[src/modulo_hash_key_value_table_unit_defines.svh]
// Assertion macros used by the key-value table top level.
`ifndef MODULO_HASH_KEY_VALUE_TABLE_UNIT_DEFINES_SVH
`define MODULO_HASH_KEY_VALUE_TABLE_UNIT_DEFINES_SVH

// Same-cycle implication, sampled on clk, off while rst_n is low.
`define MHKVT_ASSERT_NOW(label, ante, cons, msg) \
    label: assert property (@(posedge clk) disable iff (!rst_n) (ante) |-> (cons)) \
        else $error(msg);

// Next-cycle implication, sampled on clk, off while rst_n is low.
`define MHKVT_ASSERT_NEXT(label, ante, cons, msg) \
    label: assert property (@(posedge clk) disable iff (!rst_n) (ante) |=> (cons)) \
        else $error(msg);

`endif

[src/mhkvt_pkg.sv]
// Types and fixed constants of the modulo-hash key-value table.
package mhkvt_pkg;

    localparam int KEY_W       = 31;
    localparam int VALUE_W     = 64;
    localparam int KIND_W      = 2;
    localparam int STATUS_W    = 3;
    localparam int IN_TDATA_W  = 96;
    localparam int OUT_TDATA_W = 64;

    typedef enum logic [KIND_W-1:0] {
        KIND_INSERT = 2'd0,
        KIND_SEARCH = 2'd1,
        KIND_REMOVE = 2'd2
    } kind_t;

    typedef enum logic [STATUS_W-1:0] {
        ST_NEW       = 3'd0,
        ST_REPLACED  = 3'd1,
        ST_FOUND     = 3'd2,
        ST_NOT_FOUND = 3'd3,
        ST_REMOVED   = 3'd4,
        ST_FULL      = 3'd5
    } status_t;

    typedef enum logic [1:0] {
        S_CLEAR,
        S_IDLE,
        S_HASH,
        S_LOOK
    } state_t;

    // Outcome of one bucket lookup: row write-back and answer code.
    typedef struct packed {
        logic    wr_en;
        status_t status;
    } resp_t;

endpackage

[src/mhkvt_way_match.sv]
// Compare all ways of one bucket row and build the updated row and answer.
module mhkvt_way_match
    import mhkvt_pkg::*;
#(
    parameter int WAYS       = 4,
    parameter int VALUE_BITS = 64
)
(
    input  logic [WAYS*(1+KEY_W+VALUE_BITS)-1:0] row,
    input  kind_t                                kind,
    input  logic [KEY_W-1:0]                     key,
    input  logic [VALUE_BITS-1:0]                value,
    output logic [WAYS*(1+KEY_W+VALUE_BITS)-1:0] new_row,
    output resp_t                                resp,
    output logic [VALUE_BITS-1:0]                read_value
);

    localparam int SLOT_W = 1 + KEY_W + VALUE_BITS;
    localparam int KEY_LO = VALUE_BITS;
    localparam int VLD_AT = VALUE_BITS + KEY_W;

    logic [WAYS-1:0] vld;
    logic [WAYS-1:0] match;
    logic [WAYS-1:0] hit_sel;
    logic [WAYS-1:0] free_sel;
    logic            hit;
    logic            has_free;

    always_comb
    begin
        for (int w = 0; w < WAYS; w++)
        begin
            vld[w]   = row[w*SLOT_W + VLD_AT];
            match[w] = vld[w] && (row[w*SLOT_W + KEY_LO +: KEY_W] == key);
        end
        // Isolate the lowest set bit: lowest matching and lowest free way.
        hit_sel  = match & (~match + WAYS'(1));
        free_sel = ~vld & (vld + WAYS'(1));
        hit      = |match;
        has_free = ~&vld;

        read_value = '0;
        for (int w = 0; w < WAYS; w++)
        begin
            read_value = read_value
                       | ({VALUE_BITS{hit_sel[w]}} & row[w*SLOT_W +: VALUE_BITS]);
        end

        new_row     = row;
        resp.wr_en  = 1'b0;
        resp.status = ST_NOT_FOUND;
        case (kind)
            KIND_INSERT:
            begin
                resp.wr_en = hit || has_free;
                if (hit)
                begin
                    resp.status = ST_REPLACED;
                end
                else if (has_free)
                begin
                    resp.status = ST_NEW;
                end
                else
                begin
                    resp.status = ST_FULL;
                end
                for (int w = 0; w < WAYS; w++)
                begin
                    if (hit && hit_sel[w])
                    begin
                        new_row[w*SLOT_W +: VALUE_BITS] = value;
                    end
                    else if (!hit && free_sel[w])
                    begin
                        new_row[w*SLOT_W +: SLOT_W] = {1'b1, key, value};
                    end
                end
            end
            KIND_SEARCH:
            begin
                if (hit)
                begin
                    resp.status = ST_FOUND;
                end
            end
            KIND_REMOVE:
            begin
                if (hit)
                begin
                    resp.wr_en  = 1'b1;
                    resp.status = ST_REMOVED;
                end
                for (int w = 0; w < WAYS; w++)
                begin
                    if (hit_sel[w])
                    begin
                        new_row[w*SLOT_W + VLD_AT] = 1'b0;
                    end
                end
            end
            default:
            begin
                resp.wr_en  = 1'b0;
                resp.status = ST_NOT_FOUND;
            end
        endcase
        if (resp.status != ST_FOUND)
        begin
            read_value = '0;
        end
    end

endmodule

[config.mk]
export PLATFORM = sky130hd
export DESIGN_NAME = mhkvt_way_match
export DESIGN_NICKNAME = d
export VERILOG_FILES = /design/src/modulo_hash_key_value_table_unit_defines.svh /design/src/mhkvt_pkg.sv /design/src/mhkvt_way_match.sv
export SDC_FILE = /design/constraint.sdc
export NUM_CORES = 1
export LEC_CHECK = 0
export BUFFER_PORTS_ARGS = -buffer_cell sky130_fd_sc_hd__buf_4
export CORE_AREA = 3 3 357 359
export DETAILED_ROUTE_END_ITERATION = 10
export DIE_AREA = 0 0 360 362
export MAX_ROUTING_LAYER = met4
export SLEW_MARGIN = 20
export SYNTH_ARGS = -nofsm -noshare
export SYNTH_HDL_FRONTEND = slang
export SYNTH_SLANG_ARGS = --single-unit
[constraint.sdc]
create_clock -name vclk -period 7.1
set_input_delay 1.065 -clock vclk [all_inputs]
set_output_delay 1.065 -clock vclk [all_outputs]
set_load 0.005 [all_outputs]
# Word level (Yosys, flattened, before mapping)
# Cells that the tools add are included.
dict set report totals {
  regBits 0
  input_bits 481
  output_inout_bits 452
  elab_cells 69
}
dict set report classes {
  add_sub_neg 2
  eq_ne 7
  mux 31
  n_bitwise 11
  n_reduce_logical 18
}
# cell count
set op_table {}
lappend op_table {{2-to-1 mux 96 bit} 4}
lappend op_table {{2-to-1 mux 95 bit} 4}
lappend op_table {{2-to-1 mux 64 bit} 5}
lappend op_table {{AND 64 bit} 4}
lappend op_table {{OR 64 bit} 3}
lappend op_table {{2-to-1 mux 32 bit} 4}
lappend op_table {{== test 31 bit} 4}
lappend op_table {{logical AND 1 bit} 12}
lappend op_table {{case mux 1 bit (2 select lines)} 5}
lappend op_table {{case mux 3 bit (3 select lines)} 1}
lappend op_table {{adder 4 x 1 -> 4 bit (second input constant)} 2}
lappend op_table {{AND 4 bit} 2}
lappend op_table {{inverter 4 bit} 2}
lappend op_table {{2-to-1 mux 3 bit} 2}
lappend op_table {{2-to-1 mux 1 bit} 5}
lappend op_table {{2-to-1 mux 4 bit} 1}
lappend op_table {{AND reduction 4 bit} 1}
lappend op_table {{OR reduction 4 bit} 1}
lappend op_table {{inequality test 3 x 2 -> 1 bit (second input constant)} 1}
lappend op_table {{== test 2 x 1 -> 1 bit (second input constant)} 1}
lappend op_table {{== test 2 bit (second input constant)} 1}
lappend op_table {{logical NOT 1 bit} 2}
lappend op_table {{logical NOT 2 bit} 1}
lappend op_table {{logical OR 1 bit} 1}

# Longest topological paths before layout
dict set report logic_depth {
  depth_word 10
  ltp_mapped 11
  mapped_depth_nobuf 7
}

# Worst setup path after synthesis
# OpenSTA, ideal clock, no wires.
dict set report synth_timing {
  path_type {input port to output port}
  startpoint {in key[25]}
  endpoint {out new_row[368]}
  t_arrival_ps 3193
  slack_ps 2842
  cell_stages 11
  path_cell_list {buf_2 > xnor2_1 > nand4_1 > or4_4 > or2_1 > buf_6 > nand3_2 > or4_1 > buf_2 > buf_4 > mux2_2}
}
dict set report synth_via {
  elab_chain_cells 8
}
# element line
set synth_rtl {}
lappend synth_rtl {{start, declared} mhkvt_way_match.sv:11} ;# input logic [KEY_W-1:0] key,
lappend synth_rtl {{== test 31 bit} mhkvt_way_match.sv:34} ;# match[w] = vld[w] && (row[w*SLOT_W + KEY_LO +: KEY_W] == key);
lappend synth_rtl {{logical AND 1 bit} mhkvt_way_match.sv:34}
lappend synth_rtl {{inverter 4 bit / OR reduction 4 bit (equally long branches)} {mhkvt_way_match.sv:37, mhkvt_way_match.sv:39}}
lappend synth_rtl {{adder 4 x 1 -> 4 bit / logical NOT 1 bit (equally long branches)} {mhkvt_way_match.sv:37, mhkvt_way_match.sv:74}}
lappend synth_rtl {{AND 4 bit / logical AND 1 bit (equally long branches)} {mhkvt_way_match.sv:37, mhkvt_way_match.sv:74}}
lappend synth_rtl {{logical AND 1 bit / 2-to-1 mux 96 bit (equally long branches)} {mhkvt_way_match.sv:70, mhkvt_way_match.sv:74}}
lappend synth_rtl {{2-to-1 mux 32 bit *} mhkvt_way_match.sv:70} ;# if (hit && hit_sel[w])
lappend synth_rtl {{2-to-1 mux 95 bit *} mhkvt_way_match.sv:52} ;# case (kind)
lappend synth_rtl {{end, declared} mhkvt_way_match.sv:13} ;# output logic [WAYS*(1+KEY_W+VALUE_BITS)-1:0] new_row,
# Every way passes the cells marked *; elsewhere a longest branch is shown, timed or not.

# Worst setup path after layout
dict set report layout_timing {
  startpoint {in key[23]}
  endpoint {out new_row[198]}
}
dict set report layout_via {
  elab_chain_cells 8
}
# element line
set layout_rtl {}
lappend layout_rtl {{== test 31 bit} mhkvt_way_match.sv:34}
lappend layout_rtl {{logical AND 1 bit} mhkvt_way_match.sv:34}
lappend layout_rtl {{inverter 4 bit / OR reduction 4 bit (equally long branches)} {mhkvt_way_match.sv:37, mhkvt_way_match.sv:39}}
lappend layout_rtl {{adder 4 x 1 -> 4 bit / logical NOT 1 bit (equally long branches)} {mhkvt_way_match.sv:37, mhkvt_way_match.sv:74}}
lappend layout_rtl {{AND 4 bit / logical AND 1 bit (equally long branches)} {mhkvt_way_match.sv:37, mhkvt_way_match.sv:74}}
lappend layout_rtl {{logical AND 1 bit / 2-to-1 mux 96 bit (equally long branches)} {mhkvt_way_match.sv:70, mhkvt_way_match.sv:74}}
lappend layout_rtl {{2-to-1 mux 64 bit *} mhkvt_way_match.sv:70}
lappend layout_rtl {{2-to-1 mux 95 bit *} mhkvt_way_match.sv:52}
# Marked as above.

==> reports/metrics.cfg <==
[synth]
ys_seq_area_frac = 0
yosysWarnings = 0
syn_nets = 1573
netlist_instances = 1092
syn_area_mm2 = 0.00895
avgSynthCellArea_um2 = 8.20
synth_cell_types = 43

[critical_path]
end_kind = output port
cp_data_arrival_time_ps = 5140
critPathKind = in2out
startpoint = key[23]
worst-path-max-fanout = 44
cp.required_ps = 6030
startpoint_type = input pin

[global_route]
use_met1 = 0.231
grt.overflow.total = 0
grt_pass1_wl_um = 146000
grt_use_met2 = 0.276
antenna_found_initial = 65
grtUsageTotal = 0.173
grtUsageMet3 = 0.0290
gr-max-usage-layer = met2
grt_pass1_vias = 13200
grt_max_degree = 66

[hold_path]
min_delay_path_depth = 3
worstHoldStart = row[12]
hold_class = in2out

[sta]
fin_ws_ps = 893
fmax_ghz = 0.161
slew_headroom = 0.362
tns_ps = 0
finalSetupViolations = 0
fin_crit_ps = 6210
grt_setup_unrepaired = no
timing.final.crit_share = 0.874
drv_slew = 0
hold_violations = 0
tightest_slew_ps = 948

[placed_design]
hpwl_um = 107000
pre_cts_slack_ps = 1110
port_buffers = 933
place_congestion = 0.956
placed_cells_incl_taps = 3577
place_area_mm2 = 0.0177

[finish]
multiInputGateArea_mm2 = 0.00809
finalNetCount = 2423
mostFrequentLayoutCells = buf_4 (953), mux2_2 (241), mux2_4 (98)
seq_cells = 0
fin_util = 0.143
fillers = 14300
stdcell_count = 3599
final_common_cell = buf_4
drive_gt1_frac = 0.680
syn_to_final_growth_pct = 98.5
regArea_um2 = 0
n_clock_buffer = 0
design_area_mm2 = 0.0178

[clock_tree]
post_cts_buffers = 0
ctsResizeCount = 0
cts_hold_buf = 0

[pwr]
comb_power_share = 1.000
power.switching_w = 0.000455
p_leak_nw = 8.21
p_int_w = 0.000516
p_clk_frac = 0
switching_share = 0.468
pwr-share-seq = 0
ir_drop_uv = 22.9
p_per_area_mw_per_mm2 = 54.6

[drt]
drt_pre_antenna_iters = 6
wl_per_cell_um = 32.6
drc_errors = 0
vias_per_cell = 3.70
vias = 13300
drtIter0Drc = 1333
ant_nets = 0
routed_wirelength_um = 117000

[die]
die_h_um = 362
placementRows = 129
placeableCoreArea_mm2 = 0.124
die_area_mm2 = 0.130
io_pins = 933
die_w_um = 360
initial_core_util = 0.0721

[outcome]
outcome = complete, no violations

[run]
max_cap_viol_count = 0

==> final timing paths <==
kind	to	slack [ps]
worst max-delay path	new_row[198]	890
worst min-delay path	new_row[12]	2420
==> cell type report <==
| cell class | count | area share |
|---|---|---|
| Timing Repair Buffer | 962 | 0.413 |
| Multi-Input combinational cell | 913 | 0.455 |
| Tap cell | 1637 | 0.115 |
| Antenna cell | 22 | 0.00310 |
| Inverter | 65 | 0.0137 |
==> cells in the mapped netlist, types with 25 or more instances <==
master / instances / area share
nor2_1: 71 / 0.030
buf_2: 58 / 0.032
nand4_1: 25 / 0.017
mux2_4: 98 / 0.16
mux2_2: 241 / 0.30
inv_1: 65 / 0.027
o22ai_1: 65 / 0.045
a21o_1: 67 / 0.056
xnor2_1: 77 / 0.075
xor2_1: 47 / 0.046
a21oi_1: 66 / 0.037
nand2_1: 67 / 0.028
mux2_1: 41 / 0.052
==> logic make-up after synthesis <==
group / after synthesis / synth area share
AOI/OAI and AO/OA: 208 / 0.148
buffers and inverters: 179 / 0.104
xor gates and xnor gates: 124 / 0.121
muxes: 380 / 0.519
and+or+nand+nor: 201 / 0.108
==> metal layers <==
metal,vias to the layer above,part of all wire
met5,-,0
met4,0,0.026
met3,177,0.064
met2,918,0.45
met1,6595,0.46
li1,5622,-
==> per-stage QoR <==
step / hold WS [ps] / total power (W)
floorplan: 2200 / 0.000302
global placement: 2430 / 0.000966
detailed placement: 2420 / 0.000964
CTS: 2430 / 0.000969
global route: 2440 / 0.00102
finish: 2420 / 0.000971
==> critical path: stages <==
cell      delay (ps)
buf_4            150
xnor2_1          570
nand4_1          370
nor4_1           560
buf_4            240
o211ai_1         220
a21oi_4          810
buf_12           340
mux2_2           410
buf_4            140
==> power groups by stage <==
| stage | sequential [W] | clock (W) | combinational (W) |
|---|---|---|---|
| 3_3_place_gp | 0 | 0 | 0.000966 |
| 6_report | 0 | 0.000000000294 | 0.000971 |
| 3_5_place_dp | 0 | 0 | 0.000964 |
| 5_1_grt | 0 | 0.000000000192 | 0.00102 |
| 4_1_cts | 0 | 0 | 0.000969 |
| 2_1_floorplan | 0 | 0 | 0.000302 |
Power figures use the tool's default switching activity.
