### config.mk
export PLATFORM = sky130hd
export DESIGN_NAME = mhkvt_hash
export DESIGN_NICKNAME = d
export VERILOG_FILES = /design/src/modulo_hash_key_value_table_unit_defines.svh /design/src/mhkvt_pkg.sv /design/src/mhkvt_hash.sv
export SDC_FILE = /design/constraint.sdc
export NUM_CORES = 1
export LEC_CHECK = 0
export BUFFER_PORTS_ARGS = -buffer_cell sky130_fd_sc_hd__buf_2
export CORE_AREA = 2 2 39 41
export DETAILED_ROUTE_END_ITERATION = 12
export DIE_AREA = 0 0 41 43
export SYNTH_ARGS = -nofsm -noshare
export SYNTH_HDL_FRONTEND = slang
export SYNTH_SLANG_ARGS = --single-unit
### constraint.sdc
create_clock -name clk -period 0.8 [get_ports clk]
set_input_delay 0.08 -clock clk [delete_from_list [all_inputs] [get_ports clk]]
set_output_delay 0.08 -clock clk [all_outputs]
set_load 0.02 [all_outputs]
### src/modulo_hash_key_value_table_unit_defines.svh
// Assertion macros used by the key-value table top level.
`ifndef MODULO_HASH_KEY_VALUE_TABLE_UNIT_DEFINES_SVH
`define MODULO_HASH_KEY_VALUE_TABLE_UNIT_DEFINES_SVH

// Same-cycle implication, sampled on clk, off while rst_n is low.
`define MHKVT_ASSERT_NOW(label, ante, cons, msg) \
    label: assert property (@(posedge clk) disable iff (!rst_n) (ante) |-> (cons)) \
        else $error(msg);

// Next-cycle implication, sampled on clk, off while rst_n is low.
`define MHKVT_ASSERT_NEXT(label, ante, cons, msg) \
    label: assert property (@(posedge clk) disable iff (!rst_n) (ante) |=> (cons)) \
        else $error(msg);

`endif

### src/mhkvt_pkg.sv
// Types and fixed constants of the modulo-hash key-value table.
package mhkvt_pkg;

    localparam int KEY_W       = 31;
    localparam int VALUE_W     = 64;
    localparam int KIND_W      = 2;
    localparam int STATUS_W    = 3;
    localparam int IN_TDATA_W  = 96;
    localparam int OUT_TDATA_W = 64;

    typedef enum logic [KIND_W-1:0] {
        KIND_INSERT = 2'd0,
        KIND_SEARCH = 2'd1,
        KIND_REMOVE = 2'd2
    } kind_t;

    typedef enum logic [STATUS_W-1:0] {
        ST_NEW       = 3'd0,
        ST_REPLACED  = 3'd1,
        ST_FOUND     = 3'd2,
        ST_NOT_FOUND = 3'd3,
        ST_REMOVED   = 3'd4,
        ST_FULL      = 3'd5
    } status_t;

    typedef enum logic [1:0] {
        S_CLEAR,
        S_IDLE,
        S_HASH,
        S_LOOK
    } state_t;

    // Outcome of one bucket lookup: row write-back and answer code.
    typedef struct packed {
        logic    wr_en;
        status_t status;
    } resp_t;

endpackage

### src/mhkvt_hash.sv
// Two-stage key modulo BUCKETS unit: reciprocal multiply, then remainder fix-up.
module mhkvt_hash
    import mhkvt_pkg::*;
#(
    parameter int BUCKETS = 16,
    parameter int BW      = 4
)
(
    input  logic             clk,
    input  logic             rst_n,
    input  logic             start,
    input  logic [KEY_W-1:0] key,
    output logic             done,
    output logic [BW-1:0]    bucket
);

    localparam int             RW    = BW + 1;
    localparam logic [31:0]    RECIP = 32'((64'd1 << 31) / BUCKETS);
    localparam logic [RW-1:0]  DIV   = RW'(BUCKETS);
    localparam int             PW    = KEY_W + 32;

    logic          v1_reg, v1_next;
    logic          v2_reg, v2_next;
    logic [RW-1:0] q_reg, q_next;
    logic [RW-1:0] klo1_reg, klo1_next;
    logic [RW-1:0] qd_reg, qd_next;
    logic [RW-1:0] klo2_reg, klo2_next;
    logic [PW-1:0] prod;
    logic [RW-1:0] r_est;

    // Quotient estimate is exact or one low, so the remainder is below 2*BUCKETS.
    assign prod      = PW'(key) * PW'(RECIP);
    assign q_next    = prod[31 +: RW];
    assign klo1_next = key[RW-1:0];
    assign qd_next   = q_reg * DIV;
    assign klo2_next = klo1_reg;
    assign v1_next   = start;
    assign v2_next   = v1_reg;

    assign r_est  = klo2_reg - qd_reg;
    assign bucket = (r_est >= DIV) ? BW'(r_est - DIV) : BW'(r_est);
    assign done   = v2_reg;

    always_ff @(posedge clk or negedge rst_n)
    begin
        if (!rst_n)
        begin
            v1_reg <= 1'b0;
            v2_reg <= 1'b0;
        end
        else
        begin
            v1_reg <= v1_next;
            v2_reg <= v2_next;
        end
    end

    always_ff @(posedge clk)
    begin
        q_reg    <= q_next;
        klo1_reg <= klo1_next;
        qd_reg   <= qd_next;
        klo2_reg <= klo2_next;
    end

endmodule

After elaboration in Yosys (flattened, before gate mapping)
Cells that the tools add are included.

storage, ports and cells
  bits in registers = 14
  output and inout port bits = 5

cells by class
  add/subtract/negate cells = 2
  order comparisons = 1
  mux-type cells = 1

operator list
  operator             count
  $ge 5x5->1 const B   1
  $sub 5x5->5          1
  $mux 4               1
  $sub 4x1->4 const B  1

Longest topological paths before layout
Gate-level depths: netlist of run 1.

  depth in word-level cells = 3
  depth in mapped cells = 0
  gate-level depth less buffers = 0

Worst setup path before layout of run 1
OpenSTA, ideal clock, no wires.

  path type = register -> output
  start = register v2_reg, in the netlist done
  end = output port done
  data arrival time = 416 ps
  required time = 720 ps
  path slack = 304 ps
  stages on the path, launching flop included = 1
  path through = dfrtp_1

RTL lines
  element                 RTL line          source
  start, declared         mhkvt_hash.sv:23  logic v2_reg, v2_next;
  start signal, assigned  mhkvt_hash.sv:54  v2_reg <= v2_next;
  end, declared           mhkvt_hash.sv:13  output logic done,

No word-level cell between the ends.

Worst setup path in the final report of run 1
  start = register v2_reg, in the netlist done
  end = output port done

No word-level cell between the ends.

==> results of run 1 <==
-- kinds of logic (layout without fill, tap and decap cells) --
kind of cell | count (synthesis) | after routing | synth area share, %
flip-flops | 10 | 10 | 100.0
buffers and inverters | 0 | 21 | 0
-- worst paths after layout --
| path | from | to | cells after the start |
|---|---|---|---|
| worst min-delay path | rst_n | v1_reg$_DFF_PN0_ | 2 |
| min in group clk | klo1_reg[3]$_DFF_P_ | klo2_reg[3]$_DFF_P_ | 0 |
| worst min register to register | klo1_reg[3]$_DFF_P_ | klo2_reg[3]$_DFF_P_ | 0 |
| max in group asynchronous | rst_n | done$_DFF_PN0_ | 2 |
| worst max-delay path | done$_DFF_PN0_ | done | 1 |
| worst max register to register | v1_reg$_DFF_PN0_ | done$_DFF_PN0_ | 0 |
-- synth_stat cells --
master                    number  area, um2
sky130_fd_sc_hd__dfrtp_1       2      50.05
sky130_fd_sc_hd__dfxtp_1       8      160.2
-- metrics by stage --
stage                     hold slack, ns  TNS (ns)
after floorplan                  -0.2156         0
after detailed placement         -0.1294         0
after global placement           -0.1314         0
after global routing              0.1688  -0.07251
final                             0.1419  -0.03882
after CTS                         0.1201  -0.04525
-- per-layer routing --
metal / vias up / track usage [%]
met1: 62 / 4.950
li1: 72 / -
met5: - / 0
met4: 0 / 2.000
met2: 15 / 5.938
met3: 0 / 7.853
-- cells in the final DEF (no fill, tap or decap) --
master	n
sky130_fd_sc_hd__clkbuf_8	1
sky130_fd_sc_hd__dfxtp_1	5
sky130_fd_sc_hd__dlygate4sd3_1	6
sky130_fd_sc_hd__clkbuf_4	3
sky130_fd_sc_hd__buf_4	1
sky130_fd_sc_hd__buf_6	4
sky130_fd_sc_hd__dfxtp_2	3
sky130_fd_sc_hd__dfrtp_1	2
sky130_fd_sc_hd__buf_2	6
-- power groups by stage --
stage                     clock network, uW  logic (uW)  registers [uW]
after floorplan                           0           0             559
after global placement                    0        45.1             543
after detailed placement                  0        45.3             543
after CTS                               453        77.7             535
after global routing                    475        86.3             538
final                                   432        80.5             536
-- final cells by class --
type / count / area, um2
fillers: 135 / 970.9
flip-flops and latches: 10 / 214.0
repair buffers: 17 / 142.6
clock buffers: 4 / 36.28
well taps: 16 / 20.02
-- repair_timing --
item | CTS | global route
hold endpoints to repair | 7 | 0
setup endpoints to repair | 4 | 5
hold buffers | 6 | 0
resized for setup | 8 | 4
==> impl_summary.log, run 1 <==
[metrics] run status: complete, but fails checks
[metrics] failing checks: setup timing
[metrics] first-iteration detailed-routing DRC count: 0
[metrics] critical path cell sequence: buf_6
[metrics] final weighted congestion in routability-driven placement: 0.5759
[metrics] sequential element share of the synthesized area: 100.0%
[metrics] Top Ports: 39
[metrics] final setup skew: 0.0007973 ns
[metrics] routed via count divided by cell count: 3.170
[metrics] Hold Vio Cnt, Final: 0
[metrics] worst slew margin relative to its limit: 95.52%
[metrics] root buffer cell: sky130_fd_sc_hd__clkbuf_4
[metrics] leakage power: 0.0001895 uW
[metrics] nature of the critical path startpoint: flop
[metrics] Top delay family on crit path: flip-flops
[metrics] final design utilization: 29.84%
[metrics] Tot Pwr: 1049 uW
[metrics] Slowest Stage Delay on Critical Path: 0.37 ns
[metrics] Reg2Reg Setup Slack: 0.34 ns
[metrics] net count after synthesis: 44
[metrics] required time worst endpoint: 0.72 ns
[metrics] die area: 1763 um2
[metrics] pins over their slew limit: 0
[metrics] synthesized cell area: 210.2 um2
[metrics] multi-input gates: 0
[metrics] Buffers on Ports: 11
[metrics] slew at the pin with the worst max-slew slack: 0.06716 ns
[metrics] FF+latch count, synth: 10
[metrics] number of different library cells in the post-synthesis netlist: 2
[metrics] post-synthesis instance total: 10
[metrics] maximum fanout along the worst path: 1
[metrics] global-route congestion overflow total: 0
[metrics] CP arrival: 0.76 ns
[metrics] Peak VDD IR: 1.283 mV
[metrics] Met2 Wirelength: 134 um
[metrics] wire length of the first global-routing pass: 517 um
[metrics] Post-DRT Antenna Nets: 0
[metrics] switching power total: 193.8 uW
[metrics] DP Area: 285.3 um2
[metrics] H-tree depth: 1
[metrics] post-route design area: 412.9 um2
[metrics] total clock sinks: 10
[metrics] number of standard cells in the layout, taps in and fillers out: 47
[metrics] unrepaired setup endpoints after global routing: true
[metrics] portion of total power attributed to sequential cells: 51.1%
[metrics] total instance count after detailed placement: 37
[metrics] number of antenna violations at the first check in global routing: 0
[metrics] Pwr Density: 2540 nW/um2
[metrics] maximum number of pins on one net before global-route repair: 7
[metrics] Vias: 149
[metrics] starting density of the core: 15.19%
[metrics] number of clock buffers inserted by TritonCTS: 3
[metrics] number of diodes: 0
[metrics] total routed wire length on the met1 layer: 142 um
[metrics] met3 routed WL: 68 um
[metrics] Clock Pin Slew Worst Setup and Hold Paths: 0.06 ns
[metrics] number of remaining DRC errors: 0
[metrics] clock group share of total power: 41.2%
[metrics] number of global-route vias before repair: 136
[metrics] synthesis-to-layout area growth: 96.43%
[metrics] Avg Synthesized Cell Area: 21.02 um2
[metrics] crit path max-delay cell type: sky130_fd_sc_hd__dfrtp_1
[metrics] final period demand of the worst path: 0.8388 ns
[metrics] switching share of power: 18.48%
[metrics] Final Net Count: 66
[metrics] path category of the worst min-delay check: in2async
[metrics] Clock Tree Buf Depth: 2
[metrics] kind of end point of the critical path: primary output
[metrics] Ys Warns: 0
[metrics] Final period util: 104.9%
[metrics] drt total wl: 345 um
[metrics] internal cell power: 854.8 uW
[metrics] number of buffer and inverter instances along the worst setup path: 1
[metrics] clock latency of the later-clocked register in the worst-skew pair: 0.26 ns
[metrics] row count: 14
[metrics] total iterations of the first detailed-routing run: 1
[metrics] mean routed wirelength per cell: 7.340 um
[metrics] minimum setup slack after placement: 0.2407 ns
[metrics] multi-input combinational cell area: 0 um2
[metrics] kind of critical path: reg2out
[metrics] core area: 1384 um2
[metrics] Post-CTS Setup Bufs: 0
[metrics] fin worst setup slack: -0.03882 ns
[metrics] die span in x: 41 um
[metrics] share of total power in combinational logic: 7.7%
[metrics] proportion of layout cells with a drive suffix above 1: 58.06%
[metrics] fmax: 1192 MHz
[metrics] # Max-Cap Violations: 0
[metrics] highest routed metal layer: met3
[metrics] clock tree from TritonCTS: built
[metrics] chip height: 43 um
[metrics] number of endpoints failing setup at the final stage: 1
[metrics] GR Util All Layers: 5.263%
Note: power is estimated with default switching activity, not from simulation.
==> inputs of run 2 (changes only) <==
- GPL_TIMING_DRIVEN: not set -> 0
- PLACE_DENSITY_LB_ADDON: not set -> 0.25
- clock period: 0.8 -> 1 ns (I/O delays scaled with it)
==> impl_summary.log, run 2 (synthesis gave the netlist of run 1 again) <==
[metrics] total clock sinks: 10
[metrics] chip height: 43 um
[metrics] Post-DRT Antenna Nets: 0
[metrics] DP Area: 285.3 um2
[metrics] fin worst setup slack: 0.1374 ns
[metrics] required time worst endpoint: 0.90 ns
[metrics] core area: 1384 um2
[metrics] post-route design area: 371.6 um2
[metrics] maximum fanout along the worst path: 1
[metrics] worst slew margin relative to its limit: 92.50%
[metrics] first-iteration detailed-routing DRC count: 0
[metrics] number of endpoints failing setup at the final stage: 0
[metrics] path category of the worst min-delay check: in2async
[metrics] final setup skew: 0.009665 ns
[metrics] number of clock buffers inserted by TritonCTS: 3
[metrics] final weighted congestion in routability-driven placement: 0.5590
[metrics] CP arrival: 0.76 ns
[metrics] number of diodes: 0
[metrics] unrepaired setup endpoints after global routing: false
[metrics] Vias: 144
[metrics] Final Net Count: 66
[metrics] # Max-Cap Violations: 0
[metrics] critical path cell sequence: buf_2
[metrics] maximum number of pins on one net before global-route repair: 7
[metrics] root buffer cell: sky130_fd_sc_hd__clkbuf_4
[metrics] number of global-route vias before repair: 150
[metrics] crit path max-delay cell type: sky130_fd_sc_hd__dfrtp_1
[metrics] Clock Tree Buf Depth: 2
[metrics] run status: finished clean
[metrics] die area: 1763 um2
[metrics] multi-input gates: 0
[metrics] multi-input combinational cell area: 0 um2
[metrics] global-route congestion overflow total: 0
[metrics] fmax: 1159 MHz
[metrics] Final period util: 86.26%
[metrics] kind of critical path: reg2out
[metrics] total iterations of the first detailed-routing run: 1
[metrics] Post-CTS Setup Bufs: 0
[metrics] Clock Pin Slew Worst Setup and Hold Paths: 0.06 ns
[metrics] GR Util All Layers: 5.758%
[metrics] commonest cells after routing, fill and taps aside: 11 x sky130_fd_sc_hd__buf_2, 8 x sky130_fd_sc_hd__dfxtp_1, 6 x sky130_fd_sc_hd__dlygate4sd3_1
[metrics] routed via count divided by cell count: 3.064
[metrics] minimum setup slack after placement: 0.4207 ns
[metrics] final period demand of the worst path: 0.8626 ns
[metrics] number of buffer and inverter instances along the worst setup path: 1
[metrics] starting density of the core: 15.19%
[metrics] synthesis-to-layout area growth: 76.79%
[metrics] Buffers on Ports: 11
[metrics] row count: 14
[metrics] proportion of layout cells with a drive suffix above 1: 45.16%
[metrics] Top delay family on crit path: flip-flops
[metrics] kind of end point of the critical path: primary output
[metrics] clock latency of the later-clocked register in the worst-skew pair: 0.26 ns
[metrics] leakage power: 0.0001741 uW
[metrics] number of antenna violations at the first check in global routing: 0
[metrics] leading cell type in the layout, fill and taps excluded: sky130_fd_sc_hd__buf_2
[metrics] setup_tns: 0 ns
[metrics] number of remaining DRC errors: 0
[metrics] pins over their slew limit: 0
[metrics] clock tree from TritonCTS: built
[metrics] slew at the pin with the worst max-slew slack: 0.1133 ns
[metrics] Top Ports: 39
[metrics] nature of the critical path startpoint: flop
[metrics] Slowest Stage Delay on Critical Path: 0.35 ns
[metrics] H-tree depth: 1
[metrics] Hold Vio Cnt, Final: 0
[metrics] drt total wl: 374 um
[metrics] Peak VDD IR: 0.8685 mV
[metrics] die span in x: 41 um
[metrics] wire length of the first global-routing pass: 579 um
[metrics] Pwr Density: 2036 nW/um2
[metrics] mean routed wirelength per cell: 7.957 um
[run 2: cell types whose count changed in the layout (fill, tap and decap cells not counted)]
cell / before / now
sky130_fd_sc_hd__dfxtp_2: 3 / 0
sky130_fd_sc_hd__buf_4: 1 / 0
sky130_fd_sc_hd__clkbuf_1: 0 / 1
sky130_fd_sc_hd__buf_6: 4 / 0
sky130_fd_sc_hd__buf_2: 6 / 11
sky130_fd_sc_hd__dfxtp_1: 5 / 8
sky130_fd_sc_hd__clkbuf_8: 1 / 0
[run 2: final timing paths]
kind / startpoint / end / slack (ns) / depth (start not counted)
worst max-delay path: done$_DFF_PN0_ / done / 0.14 / 1
worst min-delay path: rst_n / done$_DFF_PN0_ / 0.14 / 2
worst max register to register: v1_reg$_DFF_PN0_ / done$_DFF_PN0_ / 0.52 / 0
worst min register to register: klo1_reg[3]$_DFF_P_ / klo2_reg[3]$_DFF_P_ / 0.32 / 0
max in group asynchronous: rst_n / v1_reg$_DFF_PN0_ / 0.76 / 2
min in group clk: klo1_reg[3]$_DFF_P_ / klo2_reg[3]$_DFF_P_ / 0.32 / 0
[run 2: layer usage]
layer	global-route usage, %	wire length [um]	up-vias	part of all wire (%)
met5	0	0	-	0
met4	0	0	0	0
met3	9.948	81	0	22
met1	4.262	134	58	36
li1	-	-	71	-
met2	7.813	158	15	42
[run 2: what timing repair did]
item	CTS	global route
hold endpoints to repair	7	0
gates resized for setup	0	0
hold buffers	6	0
[run 2: final cells by class]
class                 count  area [um2]
Clock buffer              4       26.28
Fill cell               142        1012
Sequential cell          10       210.2
Timing Repair Buffer     17       115.1
Tap cell                 16       20.02
[run 2: through the flow]
step           std cells  utilization, %  total power [uW]  hold WS, ns
4_1_cts               47           26.85             771.8       0.1437
6_report              47           26.85             756.5       0.1445
3_5_place_dp          37           20.61             470.4      -0.1112
3_3_place_gp          37           20.61             469.4      -0.1165
5_1_grt               47           26.85             801.9       0.1396
2_1_floorplan         10               -             447.4      -0.1956
[run 2: power by group]
group | total, uW | internal [uW] | switching, uW
Clock | 277 | 153 | 124
Sequential | 425 | 421 | 4.30
Combinational | 54.0 | 30.3 | 23.7
Total | 757 | 605 | 152
==> inputs of run 3 (changes only) <==
- MAX_ROUTING_LAYER: not set -> met4
- PLACE_DENSITY_LB_ADDON: 0.25 -> not set
==> impl_summary.log, run 3 (synthesis gave the netlist of run 1 again) <==
[metrics] final weighted congestion in routability-driven placement: 0.5788
[metrics] critical path cell sequence: buf_2
[metrics] maximum fanout along the worst path: 1
[metrics] final-layout fill cell count: 136
[metrics] Vias: 147
[metrics] routed via count divided by cell count: 3.128
[metrics] number of global-route vias before repair: 135
[metrics] kind of critical path: reg2out
[metrics] final period demand of the worst path: 0.8581 ns
[metrics] number of antenna violations at the first check in global routing: 0
[metrics] global-route congestion overflow total: 0
[metrics] clock tree from TritonCTS: built
[metrics] number of endpoints failing setup at the final stage: 0
[metrics] maximum number of pins on one net before global-route repair: 7
[metrics] highest routed metal layer: met3
[metrics] chip height: 43 um
[metrics] required time worst endpoint: 0.90 ns
[metrics] die span in x: 41 um
[metrics] Pwr Density: 2160 nW/um2
[metrics] final design utilization: 27.58%
[metrics] total instance count after detailed placement: 37
[metrics] GR Util All Layers: 5.187%
[metrics] proportion of layout cells with a drive suffix above 1: 48.39%
[metrics] clock latency of the later-clocked register in the worst-skew pair: 0.26 ns
[metrics] worst slew margin relative to its limit: 92.79%
[metrics] Clock Pin Slew Worst Setup and Hold Paths: 0.06 ns
[metrics] total routed wire length on the met1 layer: 143 um
[metrics] number of diodes: 0
[metrics] Slowest Stage Delay on Critical Path: 0.35 ns
[metrics] final setup skew: 0.0007973 ns
[metrics] kind of end point of the critical path: primary output
[metrics] leakage power: 0.0001801 uW
[metrics] H-tree depth: 1
[metrics] Buffers on Ports: 11
[metrics] Top delay family on crit path: flip-flops
[metrics] pins over their slew limit: 0
[metrics] Hold Vio Cnt, Final: 0
[metrics] slew at the pin with the worst max-slew slack: 0.1089 ns
[metrics] combined flip-flop and latch cell area: 210.2 um2
[metrics] crit path max-delay cell type: sky130_fd_sc_hd__dfrtp_1
[metrics] timing startpoint of the critical path: done$_DFF_PN0_
[metrics] number of buffer and inverter instances along the worst setup path: 1
[metrics] number of standard cells in the layout, taps in and fillers out: 47
[metrics] beginning of the worst register-to-register path: v1_reg$_DFF_PN0_
[metrics] # Max-Cap Violations: 0
[metrics] drt total wl: 332 um
[metrics] wire length of the first global-routing pass: 496 um
[metrics] number of clock buffers inserted by TritonCTS: 3
[metrics] Top Ports: 39
[metrics] first-iteration detailed-routing DRC count: 0
[metrics] starting density of the core: 15.19%
[metrics] number of remaining DRC errors: 0
[metrics] multi-input gates: 0
[metrics] Post-DRT Antenna Nets: 0
[metrics] Peak VDD IR: 1.014 mV
[metrics] run status: finished clean
[metrics] setup_tns: 0 ns
[metrics] Clock Tree Buf Depth: 2
[metrics] minimum hold slack: 0.1514 ns
[metrics] total clock sinks: 10
[metrics] commonest cells after routing, fill and taps aside: 11 x sky130_fd_sc_hd__buf_2, 8 x sky130_fd_sc_hd__dfxtp_1, 6 x sky130_fd_sc_hd__dlygate4sd3_1
[metrics] die area: 1763 um2
[metrics] mean routed wirelength per cell: 7.064 um
[metrics] unrepaired setup endpoints after global routing: false
[metrics] fmax: 1165 MHz
[metrics] nature of the critical path startpoint: flop
[metrics] met3 routed WL: 75 um
[metrics] root buffer cell: sky130_fd_sc_hd__clkbuf_4
[metrics] Post-CTS Resized: 0
[metrics] leading cell type in the layout, fill and taps excluded: sky130_fd_sc_hd__buf_2
[metrics] Final Net Count: 66
[metrics] multi-input combinational cell area: 0 um2
[metrics] row count: 14
[metrics] Final period util: 85.81%
[metrics] path category of the worst min-delay check: in2async
[metrics] Met2 Wirelength: 113 um
[metrics] core area: 1384 um2
[metrics] total iterations of the first detailed-routing run: 1
[metrics] synthesis-to-layout area growth: 81.55%
[metrics] CP arrival: 0.76 ns
-- run 3: cell counts in the layout (fill, tap and decap cells not counted) --
Identical to the previous run, type by type.
-- run 3: timing repair --
| action | 4_1_cts | 5_1_grt |
|---|---|---|
| hold buffers | 6 | 0 |
| setup buffers | 0 | 0 |
| setup endpoints to repair | 0 | 0 |
| hold endpoints to repair | 7 | 0 |
-- run 3: worst paths after layout --
kind / to / slack (ns) / cells after the start
max reg2reg: done$_DFF_PN0_ / 0.54 / 0
min in group clk: klo2_reg[3]$_DFF_P_ / 0.32 / 0
max in group asynchronous: done$_DFF_PN0_ / 0.75 / 2
min reg2reg: klo2_reg[3]$_DFF_P_ / 0.32 / 0
max: done / 0.14 / 1
min: v1_reg$_DFF_PN0_ / 0.15 / 2
-- run 3: final cells by class --
class / count / area share [%]
sequential: 10 / 55.08
timing repair buffer: 17 / 30.16
clock buffer: 4 / 9.508
tap: 16 / 5.246
-- run 3: routing by layer --
| metal | GRT usage, % | vias to the layer above |
|---|---|---|
| met5 | - | - |
| met4 | 2.000 | 0 |
| met3 | 7.853 | 0 |
| met2 | 5.313 | 15 |
| met1 | 4.950 | 60 |
| li1 | - | 72 |
-- run 3: stage by stage --
step / setup slack (ns) / power (uW) / instance area, um2
global route: 0.1031 / 864.2 / 381.6
finish: 0.1419 / 824.2 / 381.6
global placement: 0.4186 / 470.2 / 285.3
CTS: 0.1304 / 841.9 / 381.6
detailed placement: 0.4207 / 470.5 / 285.3
floorplan: 0.4840 / 447.4 / 210.2
-- run 3: report_power, final --
group | total, uW | switching (uW) | internal, uW
Combinational | 53.3 | 23.0 | 30.3
Clock | 346 | 125 | 220
Sequential | 425 | 4.52 | 421
